$ cat src/sv/bit_packer_expgolomb_macros.svh
// Assertion helpers used by the top-level RTL.
`ifndef BIT_PACKER_EXPGOLOMB_MACROS_SVH
`define BIT_PACKER_EXPGOLOMB_MACROS_SVH

// Condition holds at every edge out of reset
`define BPEG_ASSERT(lbl, expr, msg) \
    lbl: assert property (@(posedge i_clk) disable iff (!i_rst_n) (expr)) else $error(msg);

// Consequent holds in the cycle after the antecedent
`define BPEG_ASSERT_NEXT(lbl, ante, cons, msg) \
    lbl: assert property (@(posedge i_clk) disable iff (!i_rst_n) (ante) |=> (cons)) \
        else $error(msg);

`endif

$ cat src/sv/bpeg_pkg.sv
`default_nettype none
package bpeg_pkg;

    // request codes
    typedef enum logic [2:0] {
        REQ_BE    = 3'd0,
        REQ_LE    = 3'd1,
        REQ_UEG   = 3'd2,
        REQ_SEG   = 3'd3,
        REQ_ALIGN = 3'd4
    } t_req_type;

    typedef enum logic [1:0] {
        F_IDLE,
        F_PREP,
        F_DIV,
        F_SIZE
    } t_front_state;

    // one bit run: the low nbits of val (zeros above bit 63), msb first
    typedef struct packed {
        logic [63:0] val;
        logic [6:0]  nbits;
        logic        err;
    } t_entry;

    localparam int BYTE_SHIFT  = 3;
    localparam int QUEUE_DEPTH = 4;

endpackage
`default_nettype wire

$ cat src/sv/bpeg_queue.sv
`default_nettype none
module bpeg_queue (
    input  wire logic              i_clk,
    input  wire logic              i_rst_n,
    input  wire logic              i_wr,
    input  wire bpeg_pkg::t_entry  i_wdata,
    output logic                   o_full,
    input  wire logic              i_rd,
    output bpeg_pkg::t_entry       o_rdata,
    output logic                   o_empty
);
    localparam int PW = $clog2(bpeg_pkg::QUEUE_DEPTH);

    bpeg_pkg::t_entry r_mem [bpeg_pkg::QUEUE_DEPTH];
    logic [PW-1:0] r_wp, r_rp;
    logic [PW:0]   r_cnt;

    assign o_full  = (r_cnt == (PW+1)'(bpeg_pkg::QUEUE_DEPTH));
    assign o_empty = (r_cnt == '0);
    assign o_rdata = r_mem[r_rp];

    // pointers and fill count
    always_ff @(posedge i_clk) begin
        if (!i_rst_n) begin
            r_wp  <= '0;
            r_rp  <= '0;
            r_cnt <= '0;
        end else begin
            if (i_wr) r_wp <= r_wp + 1'b1;
            if (i_rd) r_rp <= r_rp + 1'b1;
            r_cnt <= r_cnt + (PW+1)'(i_wr) - (PW+1)'(i_rd);
        end
    end

    // storage
    always_ff @(posedge i_clk) begin
        if (i_wr) r_mem[r_wp] <= i_wdata;
    end
endmodule
`default_nettype wire

$ cat src/sv/bpeg_front.sv
`default_nettype none
module bpeg_front #(
    parameter int COUNT_WIDTH = 48
) (
    input  wire logic              i_clk,
    input  wire logic              i_rst_n,
    input  wire logic              i_push,
    output logic                   o_full,
    input  wire logic [2:0]        i_req_type,
    input  wire logic [63:0]       i_value,
    input  wire logic [6:0]        i_width,
    output logic                   o_wr,
    output bpeg_pkg::t_entry       o_wdata,
    input  wire logic              i_qfull
);
    localparam int DIW = $clog2(COUNT_WIDTH);

    bpeg_pkg::t_front_state r_state, n_state;
    bpeg_pkg::t_req_type    r_type;
    logic [63:0]            r_value;
    logic [6:0]             r_width;
    logic [63:0]            r_val, n_val;
    logic [6:0]             r_nbits, n_nbits;
    logic                   r_err, n_err;
    logic                   r_exp, n_exp;
    logic                   r_align, n_align;
    logic [7:0]             r_nz, n_nz;
    logic [3:0]             r_rem, n_rem;
    logic [DIW-1:0]         r_didx, n_didx;
    logic [COUNT_WIDTH-1:0] r_total, n_total;

    // request decode helpers
    logic [6:0]  w64;
    logic [3:0]  nbytes;
    logic [2:0]  rest;
    logic [63:0] lj, le_val, code, egmask, egv, v1;
    logic [7:0]  lane, v1nz;
    logic        eg_err;

    always_comb begin
        w64    = (r_width > 7'd64) ? 7'd64 : r_width;
        nbytes = w64[6:3];
        rest   = w64[2:0];
        // bytes in reverse order, partial tail byte left-justified in its slot
        lj = '0;
        for (int s = 0; s < 8; s++) begin
            lane = r_value[8*s +: 8];
            lj[63-8*s -: 8] = (4'(s) == nbytes) ? 8'(lane << (4'd8 - {1'b0, rest})) : lane;
        end
        le_val = lj >> (7'd64 - w64);
        // signed mapping
        if (r_type == bpeg_pkg::REQ_SEG) begin
            if (r_value[63])         code = (64'd0 - r_value) << 1;
            else if (r_value == '0)  code = '0;
            else                     code = (r_value << 1) - 64'd1;
        end else begin
            code = r_value;
        end
        egmask = (w64 == 7'd64) ? '1 : ((64'd1 << w64[5:0]) - 64'd1);
        egv    = code & egmask;
        eg_err = &egv;
        v1     = egv + 64'd1;
        for (int b = 0; b < 8; b++) v1nz[b] = |v1[8*b +: 8];
    end

    // code length helpers
    logic [2:0] top_idx, top_bit;
    logic [7:0] top_byte;
    logic [6:0] rem7, len;
    logic [4:0] dstep, dk;

    always_comb begin
        top_idx = '0;
        for (int b = 0; b < 8; b++) if (r_nz[b]) top_idx = 3'(b);
        top_byte = r_val[8*top_idx +: 8];
        top_bit = '0;
        for (int b = 0; b < 8; b++) if (top_byte[b]) top_bit = 3'(b);
        rem7 = {r_rem, r_total[2:0]};
        if (r_err)         len = '0;
        else if (r_exp)    len = {top_idx, top_bit, 1'b1};
        else if (r_align)  len = (rem7 == '0) ? 7'd0 : (r_width - rem7);
        else               len = r_nbits;
        // one remainder step per cycle over total_bits / 8
        dstep = {r_rem, r_total[r_didx]};
        dk    = {1'b0, r_width[6:3]};
    end

    // next state and outputs
    always_comb begin
        n_state = r_state;
        n_val   = r_val;
        n_nbits = r_nbits;
        n_err   = r_err;
        n_exp   = r_exp;
        n_align = r_align;
        n_nz    = r_nz;
        n_rem   = r_rem;
        n_didx  = r_didx;
        n_total = r_total;
        o_wr    = 1'b0;
        o_wdata = '{val: r_val, nbits: len, err: r_err};
        case (r_state)
            bpeg_pkg::F_IDLE: begin
                if (i_push) n_state = bpeg_pkg::F_PREP;
            end
            bpeg_pkg::F_PREP: begin
                n_val   = r_value;
                n_nbits = '0;
                n_err   = 1'b0;
                n_exp   = 1'b0;
                n_align = 1'b0;
                n_nz    = v1nz;
                n_state = bpeg_pkg::F_SIZE;
                case (r_type)
                    bpeg_pkg::REQ_BE: begin
                        n_nbits = w64;
                    end
                    bpeg_pkg::REQ_LE: begin
                        n_val   = le_val;
                        n_nbits = w64;
                    end
                    bpeg_pkg::REQ_UEG, bpeg_pkg::REQ_SEG: begin
                        n_val = v1;
                        n_err = eg_err;
                        n_exp = 1'b1;
                    end
                    bpeg_pkg::REQ_ALIGN: begin
                        // padding is all zeros
                        n_val = '0;
                        if (r_width[2:0] != '0) begin
                            n_err = 1'b1;
                        end else if (r_width != '0) begin
                            n_align = 1'b1;
                            n_rem   = '0;
                            n_didx  = DIW'(COUNT_WIDTH - 1);
                            n_state = bpeg_pkg::F_DIV;
                        end
                    end
                    default: begin
                        n_nbits = '0;
                    end
                endcase
            end
            bpeg_pkg::F_DIV: begin
                n_rem = (dstep >= dk) ? 4'(dstep - dk) : dstep[3:0];
                if (r_didx == DIW'(bpeg_pkg::BYTE_SHIFT)) n_state = bpeg_pkg::F_SIZE;
                else n_didx = r_didx - 1'b1;
            end
            bpeg_pkg::F_SIZE: begin
                if (!i_qfull) begin
                    o_wr    = 1'b1;
                    n_total = r_total + COUNT_WIDTH'(len);
                    n_state = bpeg_pkg::F_IDLE;
                end
            end
            default: begin
                n_state = bpeg_pkg::F_IDLE;
            end
        endcase
    end

    assign o_full = (r_state != bpeg_pkg::F_IDLE);

    // control state
    always_ff @(posedge i_clk) begin
        if (!i_rst_n) begin
            r_state <= bpeg_pkg::F_IDLE;
            r_total <= '0;
        end else begin
            r_state <= n_state;
            r_total <= n_total;
        end
    end

    // payload
    always_ff @(posedge i_clk) begin
        if (r_state == bpeg_pkg::F_IDLE && i_push) begin
            r_type  <= bpeg_pkg::t_req_type'(i_req_type);
            r_value <= i_value;
            r_width <= i_width;
        end
        r_val   <= n_val;
        r_nbits <= n_nbits;
        r_err   <= n_err;
        r_exp   <= n_exp;
        r_align <= n_align;
        r_nz    <= n_nz;
        r_rem   <= n_rem;
        r_didx  <= n_didx;
    end
endmodule
`default_nettype wire

$ cat src/sv/bpeg_back.sv
`default_nettype none
module bpeg_back (
    input  wire logic              i_clk,
    input  wire logic              i_rst_n,
    input  wire bpeg_pkg::t_entry  i_rdata,
    input  wire logic              i_qempty,
    output logic                   o_rd,
    output logic                   o_empty,
    input  wire logic              i_pop,
    output logic [7:0]             o_out_byte,
    output logic                   o_byte_valid,
    output logic                   o_last,
    output logic                   o_error
);
    logic        r_busy, r_emitted, r_err;
    logic [63:0] r_val;
    logic [6:0]  r_rem;
    logic [7:0]  r_pbyte;
    logic [2:0]  r_pcnt;
    logic        r_oval, r_obv, r_olast, r_oerr;
    logic [7:0]  r_obyte;

    logic        slot_free, step;
    logic [3:0]  avail, k;
    logic [6:0]  rem_n;
    logic [7:0]  chunk, newp;
    logic        complete;

    assign slot_free = !r_oval || i_pop;
    assign step      = r_busy && slot_free;
    assign o_rd      = !r_busy && !i_qempty;

    // take up to the free bits of the partial byte from the run
    always_comb begin
        avail    = 4'd8 - {1'b0, r_pcnt};
        k        = (r_rem < {3'b0, avail}) ? r_rem[3:0] : avail;
        rem_n    = r_rem - {3'b0, k};
        chunk    = 8'(r_val >> rem_n) & 8'((9'd1 << k) - 9'd1);
        newp     = r_pbyte | 8'(chunk << (avail - k));
        complete = (k == avail);
    end

    // run sequencing and partial byte
    always_ff @(posedge i_clk) begin
        if (!i_rst_n) begin
            r_busy  <= 1'b0;
            r_pbyte <= '0;
            r_pcnt  <= '0;
        end else if (o_rd) begin
            r_busy <= 1'b1;
        end else if (step) begin
            if (r_err) begin
                r_busy <= 1'b0;
            end else if (complete) begin
                r_pbyte <= '0;
                r_pcnt  <= '0;
                if (rem_n == '0) r_busy <= 1'b0;
            end else begin
                r_pbyte <= newp;
                r_pcnt  <= r_pcnt + k[2:0];
                r_busy  <= 1'b0;
            end
        end
    end

    // run payload
    always_ff @(posedge i_clk) begin
        if (o_rd) begin
            r_val     <= i_rdata.val;
            r_rem     <= i_rdata.nbits;
            r_err     <= i_rdata.err;
            r_emitted <= 1'b0;
        end else if (step) begin
            r_rem <= rem_n;
            if (complete) r_emitted <= 1'b1;
        end
    end

    // output beat register
    always_ff @(posedge i_clk) begin
        if (!i_rst_n) begin
            r_oval <= 1'b0;
        end else begin
            if (i_pop && r_oval) r_oval <= 1'b0;
            if (step) begin
                if (r_err) begin
                    r_oval  <= 1'b1;
                    r_obyte <= '0;
                    r_obv   <= 1'b0;
                    r_olast <= 1'b1;
                    r_oerr  <= 1'b1;
                end else if (complete) begin
                    r_oval  <= 1'b1;
                    r_obyte <= newp;
                    r_obv   <= 1'b1;
                    r_olast <= (rem_n < 7'd8);
                    r_oerr  <= 1'b0;
                end else if (!r_emitted) begin
                    r_oval  <= 1'b1;
                    r_obyte <= '0;
                    r_obv   <= 1'b0;
                    r_olast <= 1'b1;
                    r_oerr  <= 1'b0;
                end
            end
        end
    end

    assign o_empty      = !r_oval;
    assign o_out_byte   = r_obyte;
    assign o_byte_valid = r_obv;
    assign o_last       = r_olast;
    assign o_error      = r_oerr;
endmodule
`default_nettype wire

$ cat src/sv/bit_packer_expgolomb.sv
// Flow: an accepted beat is registered, decoded in the prepare state and its bit run written
//   to the queue in the size state, which waits while the queue is full (align first runs a
//   divide state for its remainder, one count bit per cycle); the back loads a run when idle.
// Pace: the front takes no new request until the last one is queued; the back emits one byte
//   per cycle while the output beat is popped, so long codes (up to 16 bytes) set the pace.
// Reset: i_rst_n synchronous, active low; clears the partial byte, bit count and queue.
`default_nettype none
module bit_packer_expgolomb #(
    parameter int COUNT_WIDTH = 48
) (
    input  wire logic        i_clk,
    input  wire logic        i_rst_n,
    input  wire logic        push,
    output logic             full,
    input  wire logic [2:0]  i_req_type,
    input  wire logic [63:0] i_value,
    input  wire logic [6:0]  i_width,
    output logic             empty,
    input  wire logic        pop,
    output logic [7:0]       o_out_byte,
    output logic             o_byte_valid,
    output logic             o_last,
    output logic             o_error
);
`include "bit_packer_expgolomb_macros.svh"

    bpeg_pkg::t_entry q_wdata, q_rdata;
    logic q_wr, q_full, q_rd, q_empty;

    bpeg_front #(.COUNT_WIDTH(COUNT_WIDTH)) u_front (
        .i_clk      (i_clk),
        .i_rst_n    (i_rst_n),
        .i_push     (push),
        .o_full     (full),
        .i_req_type (i_req_type),
        .i_value    (i_value),
        .i_width    (i_width),
        .o_wr       (q_wr),
        .o_wdata    (q_wdata),
        .i_qfull    (q_full)
    );

    bpeg_queue u_queue (
        .i_clk   (i_clk),
        .i_rst_n (i_rst_n),
        .i_wr    (q_wr),
        .i_wdata (q_wdata),
        .o_full  (q_full),
        .i_rd    (q_rd),
        .o_rdata (q_rdata),
        .o_empty (q_empty)
    );

    bpeg_back u_back (
        .i_clk        (i_clk),
        .i_rst_n      (i_rst_n),
        .i_rdata      (q_rdata),
        .i_qempty     (q_empty),
        .o_rd         (q_rd),
        .o_empty      (empty),
        .i_pop        (pop),
        .o_out_byte   (o_out_byte),
        .o_byte_valid (o_byte_valid),
        .o_last       (o_last),
        .o_error      (o_error)
    );

    // an error beat carries no byte and closes its request
    `BPEG_ASSERT(a_err_beat, empty || !o_error || (o_last && !o_byte_valid), "bad error beat")
    // a beat without a byte is always the final one of its request
    `BPEG_ASSERT(a_nobyte_last, empty || o_byte_valid || (o_last && o_out_byte == 8'd0), "bad empty beat")
    // the queue is never written while full
    `BPEG_ASSERT(a_queue_wr, !(q_wr && q_full), "queue overrun")
    // an accepted beat makes the front busy next cycle
    `BPEG_ASSERT_NEXT(a_front_busy, push && !full, full, "front took two beats")

endmodule
`default_nettype wire

$ cat config.mk
export PLATFORM = sky130hd
export DESIGN_NAME = bit_packer_expgolomb
export DESIGN_NICKNAME = d
export VERILOG_FILES = /design/src/sv/bpeg_pkg.sv /design/src/sv/bpeg_queue.sv /design/src/sv/bpeg_front.sv /design/src/sv/bpeg_back.sv /design/src/sv/bit_packer_expgolomb.sv
export VERILOG_INCLUDE_DIRS = /design/src /design/src/sv
export SDC_FILE = /design/constraint.sdc
export NUM_CORES = 2
export LEC_CHECK = 0
export BUFFER_PORTS_ARGS = -buffer_cell sky130_fd_sc_hd__clkbuf_2
export CORE_MARGIN = 5
export CORE_UTILIZATION = 45
export CTS_CLUSTER_SIZE = 40
export DETAILED_ROUTE_END_ITERATION = 8
export GPL_TIMING_DRIVEN = 0
export PLACE_DENSITY = 0.58
export SETUP_SLACK_MARGIN = 0.02
export SYNTH_ARGS = -nofsm -noshare
export SYNTH_HDL_FRONTEND = slang
export SYNTH_SLANG_ARGS = --single-unit
$ cat constraint.sdc
create_clock -name i_clk -period 14 [get_ports i_clk]
set_clock_uncertainty 0.2 [all_clocks]
set_input_delay 1.4 -clock i_clk [delete_from_list [all_inputs] [get_ports i_clk]]
set_output_delay 1.4 -clock i_clk [all_outputs]
set_load 0.02 [all_outputs]
==> reports/qor.yml <==
gr-usage-all-layers: 0.358
grt_pass1_vias: 33700
timing.final.max_slew_violations: 0
min_period_over_period: 0.929
insertion_delay_ps: 650
peakVddDrop_uv: 228
holdBufCountCts: 0
gp_congestion: 1.05
synth.net_count: 4051
cts_resized: 0
hpwlAfterDp_mm: 140
cp-start-kind: "flip-flop"
antenna_found_initial: 5
synth.distinct_cells: 99
die-area_um2: 97000
worst_pin_slew_ps: 1470
seq_area_frac_synth: 0.429
drive_above_1_share: 0.134
routedWlPerCell_um: 33.8
rsz0062_at_grt: "false"
areaGrowthSynthToFinish_pct: 11.2
worstPathArrival_ps: 13200
finalInstanceArea_um2: 45500
synth_edf_count: 536
grt_pass1_wl_mm: 252
timing.fmax_ghz: 0.0769
synth_area_leaders: "edfxtp_1 39%, mux4_2 11%, mux2i_1 4.2%"
cts_made_buffers: 70
yosys_warnings: 0
crit_type: "reg2reg"
clockBufferDepth: 3
die_h_um: 312
fp.dieW_um: 312
switching_share: 0.468
async_flop_share: 0
hold_depth: 2
cts_setup_buffers: 0
port_buffers: 90
p_leak_nw: 15.3
synth_ff_type: "edfxtp_1"
hold_class: "reg2reg"
combinationalPowerShare: 0.588
layout.nets: 4224
cp_num_buf_inv: 13
drtIter0Drc: 5171
coreArea_um2: 90100
final.setup.tns_ps: 0
synth_top_area_frac: 0.393
status: "finished with violations"
cts.sinks: 609
r2r_cells: 28
power.internal_mw: 6.03
netlist_area_um2: 40900
p_clk_frac: 0.162
drt_pass1_iterations: 6
drc_errors: 0
final_hold_viol_count: 0
drv_cap: 1
vias_per_cell: 6.77
critPathCaptureType: "flip-flop"
path_max_fanout: 11
crit_required_ps: 14200
root_buffer: "clkbuf_16"
slowest_delay_ps: 1220
dpl_cell_area_um2: 43100
ys_ff_latch: 609
p_switching_mw: 5.32
htreeDepth: 3
grt_overflow: 0
cp_top_family: "buffers and inverters"
dr_total_vias: 36000
worst-path-stages: 28
sequentialPowerShare: 0.250
p_per_area_nw_per_um2: 250
drt_wl_total_mm: 180
ant_nets: 0
violations: "capacitance limit"
cp_slowest_cell: "nor4b_2"
ios: 91
nFillCells: 8277
synth_top_area_cell: "edfxtp_1"
grt_max_degree: 67
syn_avg_cell_area_um2: 10.4
cts_tree: "yes"
syn-instance-count: 3915
finalCriticalPeriod_ps: 13000
start_util: 0.454
slew_headroom: 0.0166
row_count: 110
setup_viol: 0
clk_pin_slew_ps: 70
[power groups by stage]
stage                     logic [mW]  clock network [mW]  registers, mW
after floorplan                 4.34                   0           2.72
after global placement          6.43                   0           2.90
after detailed placement        6.44                   0           2.88
after CTS                       6.47                1.88           2.84
after global routing            6.96                1.96           2.87
final                           6.67                1.84           2.84
[sequential cells by signal, summed over array words and instances (netlist names), 2 cells and up, named ones only]
register	count
u_front.r_state	2
u_back.r_pcnt	3
u_queue.r_wp	2
u_front.r_rem	4
u_back.r_val	64
u_front.r_total	48
u_back.o_out_byte	8
u_front.r_value	64
u_front.r_nbits	7
u_queue.r_rp	2
u_queue.r_cnt	3
u_front.r_type	3
u_front.r_val	64
u_front.r_nz	7
u_front.r_didx	6
u_queue.r_mem	288
u_back.r_rem	7
u_back.r_pbyte	8
u_front.r_width	7
[placed cells by master (no fill, tap or decap), types with 28 or more instances in the layout]
| cell | n |
|---|---|
| a22oi_1 | 57 |
| edfxtp_1 | 536 |
| xor2_1 | 86 |
| or3_1 | 45 |
| clkbuf_1 | 259 |
| nand2_1 | 377 |
| mux4_2 | 192 |
| a21oi_1 | 186 |
| dfxtp_1 | 73 |
| clkbuf_16 | 72 |
| mux2_2 | 54 |
| nand3_1 | 102 |
| or4_1 | 29 |
| nor2_1 | 383 |
| clkbuf_2 | 90 |
| buf_1 | 53 |
| inv_1 | 74 |
| o211ai_1 | 44 |
| ha_1 | 50 |
| nor4_1 | 52 |
| xnor2_1 | 123 |
| nand4_1 | 44 |
| o221ai_1 | 28 |
| nor3_1 | 101 |
| a211oi_1 | 41 |
| o21ai_0 | 183 |
| mux2i_1 | 171 |
| a31oi_1 | 44 |
[synthesized netlist by cell type (53+ instances only)]
cell type  count
inv_1         74
buf_1         53
edfxtp_1     536
a21oi_1      186
mux2_2        54
a22oi_1       57
clkbuf_1     248
nand2_1      377
xor2_1        86
nor4_1        55
dfxtp_1       73
nor3_1       102
mux2i_1      171
mux4_2       192
nor2_1       383
nand3_1      102
o21ai_0      183
xnor2_1      123
[per-stage QoR]
| stage | utilization | hold slack, ps | power, mW | instances | setup slack, ps |
|---|---|---|---|---|---|
| 2_1_floorplan | - | 225 | 7.06 | 3915 | 5040 |
| 3_3_place_gp | 0.475 | 249 | 9.33 | 5181 | 1400 |
| 3_5_place_dp | 0.479 | 251 | 9.32 | 5192 | 1390 |
| 4_1_cts | 0.504 | 265 | 11.2 | 5320 | 1410 |
| 5_1_grt | 0.504 | 285 | 11.8 | 5320 | 781 |
| 6_report | 0.504 | 263 | 11.4 | 5322 | 1000 |
[tightest hold or removal path, stage by stage (launching register included)]
cell and delay [ps]:
dfxtp_1 330, nand2_1 50, o21ai_0 60
[metal layers]
layer  share of wire  track usage  up-vias
met1            0.39        0.482    17700
met5               0            0        -
met3           0.091       0.0559      523
met2            0.43        0.541     2370
li1                -            -    15400
met4           0.082        0.229        0
[cell type report]
class                           instances  area [µm²]  share of cell area
Clock inverter                         42         438             0.00963
Tap cell                             1176        1470              0.0324
Antenna cell                            2        5.00            0.000110
Sequential cell                       609       17600               0.386
Inverter                               79         298             0.00655
Multi-Input combinational cell       2901       21900               0.481
Buffer                                326        1290              0.0283
Timing Repair Buffer                  101         677              0.0149
Clock buffer                           86        1880              0.0414
[path summary, 6_finish.rpt]
check                                   startpoint                 to  slack, ps
worst min register to register   u_back.r_pbyte[7]  u_back.r_pbyte[7]        260
worst max-delay path            u_front.r_width[6]    u_front.r_nz[7]       1000
worst max register to register  u_front.r_width[6]    u_front.r_nz[7]       1000
worst min-delay path             u_back.r_pbyte[7]  u_back.r_pbyte[7]        260
[cell families after synthesis]
family / after synthesis / synth area share
buffers and inverters: 405 / 0.0387
DFF: 609 / 0.429
muxes: 418 / 0.163
and+or+nand+nor: 1345 / 0.161
AOI/OAI and AO/OA: 871 / 0.144
xor gates and xnor gates: 209 / 0.0447
adders and majority gates: 58 / 0.0190
Power figures use the tool's default switching activity.
